### src/hw/rtl/fqa_pkg.sv
package fqa_pkg;

  localparam int NUM_W      = 33;
  localparam int DEN_W      = 32;
  localparam int DIV_STEPS  = 4;
  localparam int DIV_STAGES = (NUM_W + DIV_STEPS - 1) / DIV_STEPS;
  localparam int LVL_W      = NUM_W + 2;
  localparam int DIFF_W     = 18;
  localparam int PROD_W     = DIFF_W + DEN_W;

  localparam logic REG_QUANT_LOW  = 1'b0;
  localparam logic REG_QUANT_HIGH = 1'b1;

  localparam logic signed [15:0] QUANT_LOW_RST  = -16'sd128;
  localparam logic signed [15:0] QUANT_HIGH_RST = 16'sd127;

  localparam logic OP_FORWARD  = 1'b0;
  localparam logic OP_BACKWARD = 1'b1;

  typedef struct packed {
    logic               op;
    logic               neg;
    logic [30:0]        step;
    logic signed [15:0] offset;
    logic signed [31:0] grad;
  } side_t;

endpackage

### src/hw/rtl/fqa_dequant.sv
module fqa_dequant import fqa_pkg::*; (
  input  logic               clk,
  input  logic               rst_n,
  input  logic               en,
  input  logic               in_valid,
  input  logic [NUM_W-1:0]   quo,
  input  side_t              side_in,
  input  logic signed [15:0] quant_low,
  input  logic signed [15:0] quant_high,
  output logic               out_valid,
  output logic [31:0]        result
);

  logic signed [LVL_W-1:0]  lvl, lo, hi, qc;
  logic signed [DIFF_W-1:0] diff;
  logic                     inr;

  logic                     va_r, vb_r;
  logic signed [DIFF_W-1:0] diff_r;
  logic [30:0]              step_r;
  logic                     op_r, inr_r, opb_r, inrb_r;
  logic signed [31:0]       grad_r, gradb_r;
  logic signed [PROD_W-1:0] prod_r;

  always_comb begin
    logic signed [LVL_W-1:0] qs;
    qs = side_in.neg ? -$signed({2'b00, quo}) : $signed({2'b00, quo});
    lo = LVL_W'(quant_low);
    hi = LVL_W'(quant_high);
    lvl = qs + LVL_W'(side_in.offset);
    inr = (lvl >= lo) && (lvl <= hi);
    qc = lvl;
    if (qc <= lo) qc = lo;
    if (qc >= hi) qc = hi;
    diff = DIFF_W'(qc) - DIFF_W'(side_in.offset);
  end

  always_ff @(posedge clk) begin
    if (!rst_n) begin
      va_r <= 1'b0;
      vb_r <= 1'b0;
    end else if (en) begin
      va_r <= in_valid;
      vb_r <= va_r;
    end
    if (en) begin
      diff_r  <= diff;
      step_r  <= side_in.step;
      op_r    <= side_in.op;
      inr_r   <= inr;
      grad_r  <= side_in.grad;
      prod_r  <= PROD_W'(diff_r) * $signed({1'b0, step_r});
      opb_r   <= op_r;
      inrb_r  <= inr_r;
      gradb_r <= grad_r;
    end
  end

  always_comb begin
    if (opb_r == OP_BACKWARD) begin
      result = inrb_r ? gradb_r : 32'sd0;
    end else if (prod_r > PROD_W'(32'sh7fffffff)) begin
      result = 32'h7fffffff;
    end else if (prod_r < -PROD_W'(33'sh080000000)) begin
      result = 32'h80000000;
    end else begin
      result = prod_r[31:0];
    end
  end

  assign out_valid = vb_r;

endmodule

### config.mk
export PLATFORM = sky130hd
export DESIGN_NAME = fqa_dequant
export DESIGN_NICKNAME = d
export VERILOG_FILES = /design/src/hw/rtl/fqa_pkg.sv /design/src/hw/rtl/fqa_dequant.sv
export SDC_FILE = /design/constraint.sdc
export NUM_CORES = 2
export LEC_CHECK = 0
export BUFFER_PORTS_ARGS = -buffer_cell sky130_fd_sc_hd__buf_2
export CAP_MARGIN = 20
export CORE_ASPECT_RATIO = 0.9
export CORE_UTILIZATION = 55
export DETAILED_ROUTE_END_ITERATION = 8
export GPL_TIMING_DRIVEN = 1
export PLACE_DENSITY = 0.75
export SLEW_MARGIN = 20
export SYNTH_ARGS = -nofsm -noshare
export SYNTH_HDL_FRONTEND = slang
export SYNTH_SLANG_ARGS = --single-unit
### constraint.sdc
create_clock -name clk -period 12.4 [get_ports clk]
set_input_delay 1.24 -clock clk [delete_from_list [all_inputs] [get_ports clk]]
set_output_delay 1.24 -clock clk [all_outputs]
set_load 0.05 [all_outputs]
==> summary.md <==
| Metric | Value |
|---|---|
| Status | finished clean |
| # rows | 80 |
| ANT nets after route | 0 |
| Vias in the first global route | ~23,000 |
| Synthesized area per cell | a little over 9 sq um |
| Final setup fails | 0 |
| Hpwl dp | roughly 55,000 um |
| Total routed wirelength | between 70,000 and 80,000 um |
| Die area | between 0.05 and 0.06 sq mm |
| Fmax achieved | ~85 MHz |
| I/O Pins | approximately 180 |
| Mapped Nets | just over 4,000 |
| GRT Total Usage | 0.275 |
| Routed vias | 22,400 |
| Sequential share of the synthesized area | 0.171 |
| Family with the most delay on the worst path | compound AO/OA/AOI/OAI gates |
| Crit path buffers/inverters | 7 |
| Max-slew violations | 0 |
| First-pass DRT Iterations | 7 |
| Die width | between 200 and 250 um |
| Final Critical Period | around 12 ns |
| CP max stage cell | or4_4 |
| Commonest non-fill, non-tap cell in the layout | inv_1 |
| Initial antenna violation count | 0 |
| CTS hold repair buffers | 0 |
| Setup crit start kind | input port |
| TritonCTS buffer count | 17 |
| Ys flop type | edfxtp_1 |
| Setup TNS | 0 ns |
| Final instance area | 0.0320 sq mm |
| Netlist cell types | 65 |
| DIE HEIGHT | 222 um |
| CP max FO | 17 |
| DP Area | 0.0313 sq mm |
| GRT overflow | 0 |
| Drt wl/cell | around 18 um |
| CP most frequent cell | a21oi_1 |
| Core Area | ~0.053 sq mm |
| Final #Nets | between 4,000 and 5,000 |
| Core Util, Final | 0.603 |
| Initial DRC count | 1,425 |
| Skew final | about 0.011 ns |
| Via density | 5.58 |
| CP Capture Type | register |
| Post-synth ARST share | 0 |
| Share of layout cells above drive strength 1 | 0.0991 |
| Largest net degree at the start of global routing | slightly above 70 |
| # DRC | 0 |
| MaxCap Viol Count | 0 |
| First-pass GRT wire length | 118,000 um |
| Initial Util | 0.557 |
| Syn Std Cell Area | 0.0296 sq mm |
| Fin crit share | 0.947 |
| PortBufs | between 150 and 200 |
| CP required | between 10 and 15 ns |
| CP arrival | 11.96 ns |
| Most frequent cells in the layout | inv_1 (560), nand2_1 (504), fa_1 (466) |
| Number of enable flip-flop cells after synthesis | ~170 |
| GP Congestion | around 0.92 |
| Number of H-tree levels | 4 |
| Hold Crit Class | reg2reg |
| Worst slew pin tran | 1.20 ns |
| Root buffer cell | clkbuf_16 |
| Post-Syn Instances | 3,167 |
| Hold Vio Cnt, Final | 0 |
| Slew HR | 0.203 |
| Synthesized flop and latch total | 169 |
| Critical path class | in2reg |
| Clk_lat worst skew | 0.48 ns |
| CTS Buffer Depth | 2 |
| CP peak stage delay | 0.54 ns |
| TritonCTS clock tree | yes |
| Total number of yosys warnings | 0 |
| Area Growth Syn to Fin | 8.24% |
| CTS Sinks | approximately 170 |
| Register clock-pin slew on the reported worst setup and hold paths | around 0.070 ns |
-- what timing repair did --
| action | CTS | global route |
|---|---|---|
| setup endpoints to repair | 0 | 7 |
| gates resized for setup | 0 | 9 |
| buffers inserted | 0 | 4 |
-- state kept, by name (all words and copies together), names as in the netlist --
register / cells
gradb_r: 32
inr_r: 1
opb_r: 1
prod_r: 50
diff_r: 18
op_r: 1
grad_r: 32
va_r: 1
out_valid: 1
inrb_r: 1
step_r: 31
-- path summary, 6_finish.rpt --
kind	from	end	slack (ns)	depth (start not counted)
hold / removal	grad_r[18]	gradb_r[18]	0.42	0
setup reg to reg	step_r[16]	prod_r[48]	4.51	22
setup / recovery	quo[11]	diff_r[17]	0.66	50
hold reg to reg	grad_r[18]	gradb_r[18]	0.42	0
-- cell families (layout without fill, tap and decap cells) --
kind of cell / count (synthesis) / in the layout / synth area share
AOI/OAI and AO/OA: 457 / 457 / 0.0972
xor gates and xnor gates: 118 / 118 / 0.0354
adders and majority gates: 788 / 788 / 0.452
buffers and inverters: 700 / 843 / 0.0889
DFF: 169 / 169 / 0.171
muxes: 31 / 31 / 0.0115
other: 0 / 3 / 0
and+or+nand+nor: 904 / 904 / 0.144
-- per-stage QoR --
stage / std cells / hold WS (ns) / setup WS (ns)
floorplan: 3167 / 0.400 / 0.00335
global placement: 3970 / 0.401 / 0.0448
detailed placement: 3970 / 0.405 / -0.194
CTS: 4002 / 0.418 / 0.307
global route: 4007 / 0.420 / -0.0113
finish: 4010 / 0.418 / 0.657
-- area by class of cell --
type | instances | area [sq um]
sequential | 169 | 5050
clock inverter | 13 | 136
antenna | 3 | 7.51
timing repair buffer | 251 | 1460
inverter | 560 | 2100
fill | 4585 | 21100
clock buffer | 19 | 433
tap | 697 | 872
multi-input combinational | 2298 | 21900
-- metal layers --
layer / track usage / vias to the layer above / wire length (um) / part of all wire
li1: - / 10400 / - / -
met5: 0 / - / 0 / 0
met3: 0.0484 / 129 / 5050 / 0.072
met1: 0.362 / 11100 / 29200 / 0.41
met2: 0.450 / 816 / 33700 / 0.48
met4: 0.114 / 0 / 2550 / 0.036
-- Yosys cell counts (all sizes together), types with 16 or more instances --
cell,number,share of area
o31ai,16,0.0041
nor2,62,0.0079
clkbuf,139,0.018
fa,466,0.32
nand3,20,0.0034
o21ai,106,0.018
nand2b,56,0.012
inv,560,0.071
and2,153,0.032
edfxtp,167,0.17
xor2,28,0.0083
nand4,34,0.0072
mux2,24,0.0091
a21o,93,0.024
o21a,18,0.0046
ha,322,0.14
nand2,504,0.064
xnor2,89,0.026
a21oi,139,0.024
nor2b,17,0.0036
-- worst reg2reg max path, cell delays in order (launching register included) --
cell and delay [ns]:
edfxtp_1 1.00, nand2_1 0.19, fa_1 0.57, inv_1 0.05, fa_1 0.53, inv_1 0.06, fa_1 0.48, fa_1 0.52
fa_1 0.49, inv_1 0.05, fa_1 0.43, ha_1 0.40, a21o_1 0.23, a21o_1 0.19, a2111oi_0 0.52, and3b_1 0.24
a21oi_1 0.48, o21a_1 0.31, o41ai_1 0.11, buf_4 0.15, a21boi_0 0.30, o21ai_0 0.16, xor2_1 0.16
Power is left out: the tool's default activity adds up to more than one toggle a clock period on the data nets, which glitch-free logic cannot reach.
