## config.mk

```make
export PLATFORM = sky130hd
export DESIGN_NAME = fqa_div
export DESIGN_NICKNAME = d
export VERILOG_FILES = /design/src/hw/rtl/fqa_pkg.sv /design/src/hw/rtl/fqa_div.sv
export SDC_FILE = /design/constraint.sdc
export NUM_CORES = 2
export LEC_CHECK = 0
export BUFFER_PORTS_ARGS = -buffer_cell sky130_fd_sc_hd__buf_2
export CAP_MARGIN = 15
export CORE_ASPECT_RATIO = 1.4
export CORE_MARGIN = 2
export CORE_UTILIZATION = 60
export CTS_BUF_LIST = sky130_fd_sc_hd__clkbuf_16
export CTS_CLUSTER_DIAMETER = 40
export CTS_CLUSTER_SIZE = 14
export DETAILED_ROUTE_END_ITERATION = 8
export GPL_TIMING_DRIVEN = 1
export PLACE_DENSITY = 0.84
export SLEW_MARGIN = 40
export SYNTH_ARGS = -nofsm -noshare
export SYNTH_HDL_FRONTEND = slang
export SYNTH_SLANG_ARGS = --single-unit
```

## constraint.sdc

```tcl
create_clock -name clk -period 15.8 [get_ports clk]
set_input_delay 1.58 -clock clk [delete_from_list [all_inputs] [get_ports clk]]
set_output_delay 1.58 -clock clk [all_outputs]
set_load 0.01 [all_outputs]
```

## src/hw/rtl/fqa_pkg.sv

```systemverilog
package fqa_pkg;

  localparam int NUM_W      = 33;
  localparam int DEN_W      = 32;
  localparam int DIV_STEPS  = 4;
  localparam int DIV_STAGES = (NUM_W + DIV_STEPS - 1) / DIV_STEPS;
  localparam int LVL_W      = NUM_W + 2;
  localparam int DIFF_W     = 18;
  localparam int PROD_W     = DIFF_W + DEN_W;

  localparam logic REG_QUANT_LOW  = 1'b0;
  localparam logic REG_QUANT_HIGH = 1'b1;

  localparam logic signed [15:0] QUANT_LOW_RST  = -16'sd128;
  localparam logic signed [15:0] QUANT_HIGH_RST = 16'sd127;

  localparam logic OP_FORWARD  = 1'b0;
  localparam logic OP_BACKWARD = 1'b1;

  typedef struct packed {
    logic               op;
    logic               neg;
    logic [30:0]        step;
    logic signed [15:0] offset;
    logic signed [31:0] grad;
  } side_t;

endpackage

```

## src/hw/rtl/fqa_div.sv

```systemverilog
module fqa_div import fqa_pkg::*; (
  input  logic             clk,
  input  logic             rst_n,
  input  logic             en,
  input  logic             in_valid,
  input  logic [NUM_W-1:0] num,
  input  logic [DEN_W-1:0] den,
  input  side_t            side_in,
  output logic             out_valid,
  output logic [NUM_W-1:0] quo,
  output side_t            side_out
);

  logic             valid_r [DIV_STAGES];
  logic [NUM_W-1:0] rem_r   [DIV_STAGES];
  logic [NUM_W-1:0] num_r   [DIV_STAGES];
  logic [NUM_W-1:0] quo_r   [DIV_STAGES];
  logic [DEN_W-1:0] den_r   [DIV_STAGES];
  side_t            side_r  [DIV_STAGES];

  for (genvar k = 0; k < DIV_STAGES; k++) begin : g_stage
    logic             v_in;
    logic [NUM_W-1:0] rem_in, num_in, quo_in;
    logic [DEN_W-1:0] den_in;
    side_t            side_s;
    logic [NUM_W-1:0] rem_nxt, num_nxt, quo_nxt;

    if (k == 0) begin : g_first
      assign v_in   = in_valid;
      assign rem_in = '0;
      assign num_in = num;
      assign quo_in = '0;
      assign den_in = den;
      assign side_s = side_in;
    end else begin : g_next
      assign v_in   = valid_r[k-1];
      assign rem_in = rem_r[k-1];
      assign num_in = num_r[k-1];
      assign quo_in = quo_r[k-1];
      assign den_in = den_r[k-1];
      assign side_s = side_r[k-1];
    end

    always_comb begin
      logic [NUM_W-1:0] t;
      t       = '0;
      rem_nxt = rem_in;
      num_nxt = num_in;
      quo_nxt = quo_in;
      for (int j = 0; j < DIV_STEPS; j++) begin
        if (k * DIV_STEPS + j < NUM_W) begin
          t       = {rem_nxt[NUM_W-2:0], num_nxt[NUM_W-1]};
          num_nxt = {num_nxt[NUM_W-2:0], 1'b0};
          if (t >= {1'b0, den_in}) begin
            rem_nxt = t - {1'b0, den_in};
            quo_nxt = {quo_nxt[NUM_W-2:0], 1'b1};
          end else begin
            rem_nxt = t;
            quo_nxt = {quo_nxt[NUM_W-2:0], 1'b0};
          end
        end
      end
    end

    always_ff @(posedge clk) begin
      if (!rst_n) begin
        valid_r[k] <= 1'b0;
      end else if (en) begin
        valid_r[k] <= v_in;
      end
      if (en) begin
        rem_r[k]  <= rem_nxt;
        num_r[k]  <= num_nxt;
        quo_r[k]  <= quo_nxt;
        den_r[k]  <= den_in;
        side_r[k] <= side_s;
      end
    end
  end

  assign out_valid = valid_r[DIV_STAGES-1];
  assign quo       = quo_r[DIV_STAGES-1];
  assign side_out  = side_r[DIV_STAGES-1];

endmodule

```

==> summary.md <==
| Metric | Value |
|---|---|
| Status | completed |
| GP Congestion | 1.05 |
| Drt drc | 0 |
| Layout Utilization | about 67% |
| Data required time of the critical path | ~16 ns |
| Area grow syn2layout | 11.0% |
| Period Utilization, post-route | 96.7% |
| Maxcap violations | 0 |
| Post-CTS Setup Bufs | 0 |
| Htree depth | 4 |
| Die ar. | 182000 um^2 |
| Critical path class | flop to flop |
| Setup violators final | 0 |
| Mapped Cells | 10200 |
| Fin cells | between 10000 and 15000 |
| Final slew viol count | 0 |
| Layout cells sized above 1 | about an eighth |
| Crit path capture type | flop |
| Hold Buf Count CTS | 0 |
| CTS resizes | 0 |
| DIE WIDTH | ~360 um |
| GR Util All Layers | between 30% and 40% |
| Worst Max-Slew Pin Slew | between 0.9 and 1 ns |
| F_max | 65.4 MHz |
| Final WL | 350000 um |
| Hold crit path type | flop to flop |
| Vias per cell | 6.54 |
| Cts bufs inserted | 178 |
| Commonest cells after routing, fill and taps aside | edfxtp_1, ha_1, a21oi_1 |
| Setup Skew | 0.0975 ns |
| Vias | around 86000 |
| Initial antenna violation count | 30 |
| Layout fillers | 13200 |
| Most Frequent Cell on Critical Path | buf_4 |
| Top cell type's share of synthesized area | around 43% |
| Drt first pass iters | 6 |
| Commonest non-fill, non-tap cell in the layout | edfxtp_1 |
| Longest Clk Path Bufs | 3 |
| Final min period | around 15 ns |
| Later-pin clock latency in the skew report | a little over 0.9 ns |
| Ports | 265 |
| Drt wl/cell | roughly 27 um |
| Synth unique cells | 98 |
| Post-synthesis sequential area ratio | around 43% |
| Predominant post-synthesis flop cell | edfxtp_1 |
| YS warnings | 0 |
| Multi-input logic area | approximately 58000 um^2 |
| Leading area contributor after synthesis | edfxtp_1 |
| Async set or reset register ratio after synthesis | 0% |
| TritonCTS clock tree | done |
| Relative slew slack | roughly a third |
| Final Hold Viols | 0 |
| Synth Register Bits | 1547 |
| RSZ-0062 raised after global routing | false |
| Crit path max fanout | 20 |
| Iter 0 DRT Violations | 7398 |
| Nets | 11900 |
| Wire length of the first global-routing pass | a little over 500000 um |
| Remaining antenna violation count | 0 |
| Worst hold slack | 0.371 ns |
| Clock transition at the registers of the reported paths | about 0.06 ns |
| Register area | 46400 um^2 |
| Post-synth EDFFs | about 1500 |
| Mapped cell area | 107000 um^2 |
| Clock Sink Count | around 1500 |
| Avg Inst Size Synth | ~10 um^2 |
| Setup crit start kind | flop |
| Data arrival, critical path | ~16 ns |
| Total gr overflow | 0 |
| Dpl cells | 12800 |
| Syn_nets | roughly 11000 |
| Port Buffers | roughly 260 |
| Std-Cell Rows | 183 |
| Die height | just over 500 um |
| Root Buffer | clkbuf_16 |
| CP peak stage delay | ~0.85 ns |
| Core ar. | between 150000 and 200000 um^2 |
| Largest net degree at the start of global routing | about 160 |
| Vias in the first global route | 86100 |
| Synth area leaders | edfxtp_1, ha_1, xnor2_1 |
| Post-DP HPWL | approximately 270000 um |
| TNS Setup | 0 ns |
| Slowest CP cell | a21oi_4 |
| Initial Utilization | between 60% and 70% |
-- synth_stat cells (42+ instances only) --
cell,n
a211oi_1,76
a21boi_0,60
a21o_1,462
a21oi_1,866
a31oi_1,79
and2_1,63
and3_1,87
clkbuf_1,121
edfxtp_1,1546
ha_1,1026
inv_1,608
mux2_2,378
mux2i_1,57
nand2_1,766
nand2b_1,132
nand3_1,152
nand4_1,146
nor2_1,559
nor2b_1,121
nor3_1,176
nor4_1,59
o211ai_1,63
o21a_1,157
o21ai_0,658
o21bai_1,125
o31ai_1,63
or2_2,42
or3_1,42
xnor2_1,543
xor2_1,273
-- flip-flops by register name, summed over array words and instances (netlist names) --
signal	count
quo_r	177
rem_r	256
valid_r	9
side_r	729
num_r	120
den_r	256
-- metrics by stage --
stage                     setup WS [ns]  area, um^2
after floorplan                    2.51      107000
after global placement             1.02      113000
after detailed placement           1.12      113000
after CTS                         0.967      119000
after global routing              0.107      119000
final                             0.517      119000
-- routing by layer --
| layer | GRT usage (%) | wire length [um] | vias to the layer above |
|---|---|---|---|
| li1 | - | - | 39500 |
| met1 | 38.4 | 118000 | 41300 |
| met4 | 31.9 | 35500 | 16 |
| met5 | 0 | 119 | - |
| met3 | 6.04 | 21500 | 1391 |
| met2 | 66.0 | 174000 | 3947 |
-- worst paths after layout --
path / from / endpoint / slack (ns) / cells after the start
worst min register to register: side_r[0][208] / side_r[0][289] / 0.37 / 0
worst max register to register: den_r[0][161] / rem_r[0][212] / 0.52 / 57
worst max-delay path: den_r[0][161] / rem_r[0][212] / 0.52 / 57
worst min-delay path: side_r[0][208] / side_r[0][289] / 0.37 / 0
-- kinds of logic after synthesis --
kind of cell / count (synthesis) / synth area share (%)
buf+inv: 816 / 2.97
compound gates: 3038 / 18.2
simple gates: 2433 / 10.9
flops: 1547 / 43.3
xor+xnor: 816 / 6.67
mux: 504 / 5.33
fa+ha+maj: 1057 / 12.6
-- critical path, delay by kind of cell (launching register included) --
kind            cells  cell delay (ns)
fa+ha+maj           4             1.28
flops               1             0.52
simple gates       13             2.40
compound gates     28             8.54
buf+inv            12             2.16
-- cell type report --
class                      instances  share of cell area, %
antenna                           23                 0.0484
inverter                         623                   1.97
sequential                      1547                   39.0
clock buffer                     178                   3.74
tap                             2312                   2.43
clock inverter                   115                   1.26
timing repair buffer             510                   2.99
multi-input combinational       7848                   48.5
Power is not shown: default switching activity piles up to over one toggle a cycle in this logic, so the estimate is an artifact.
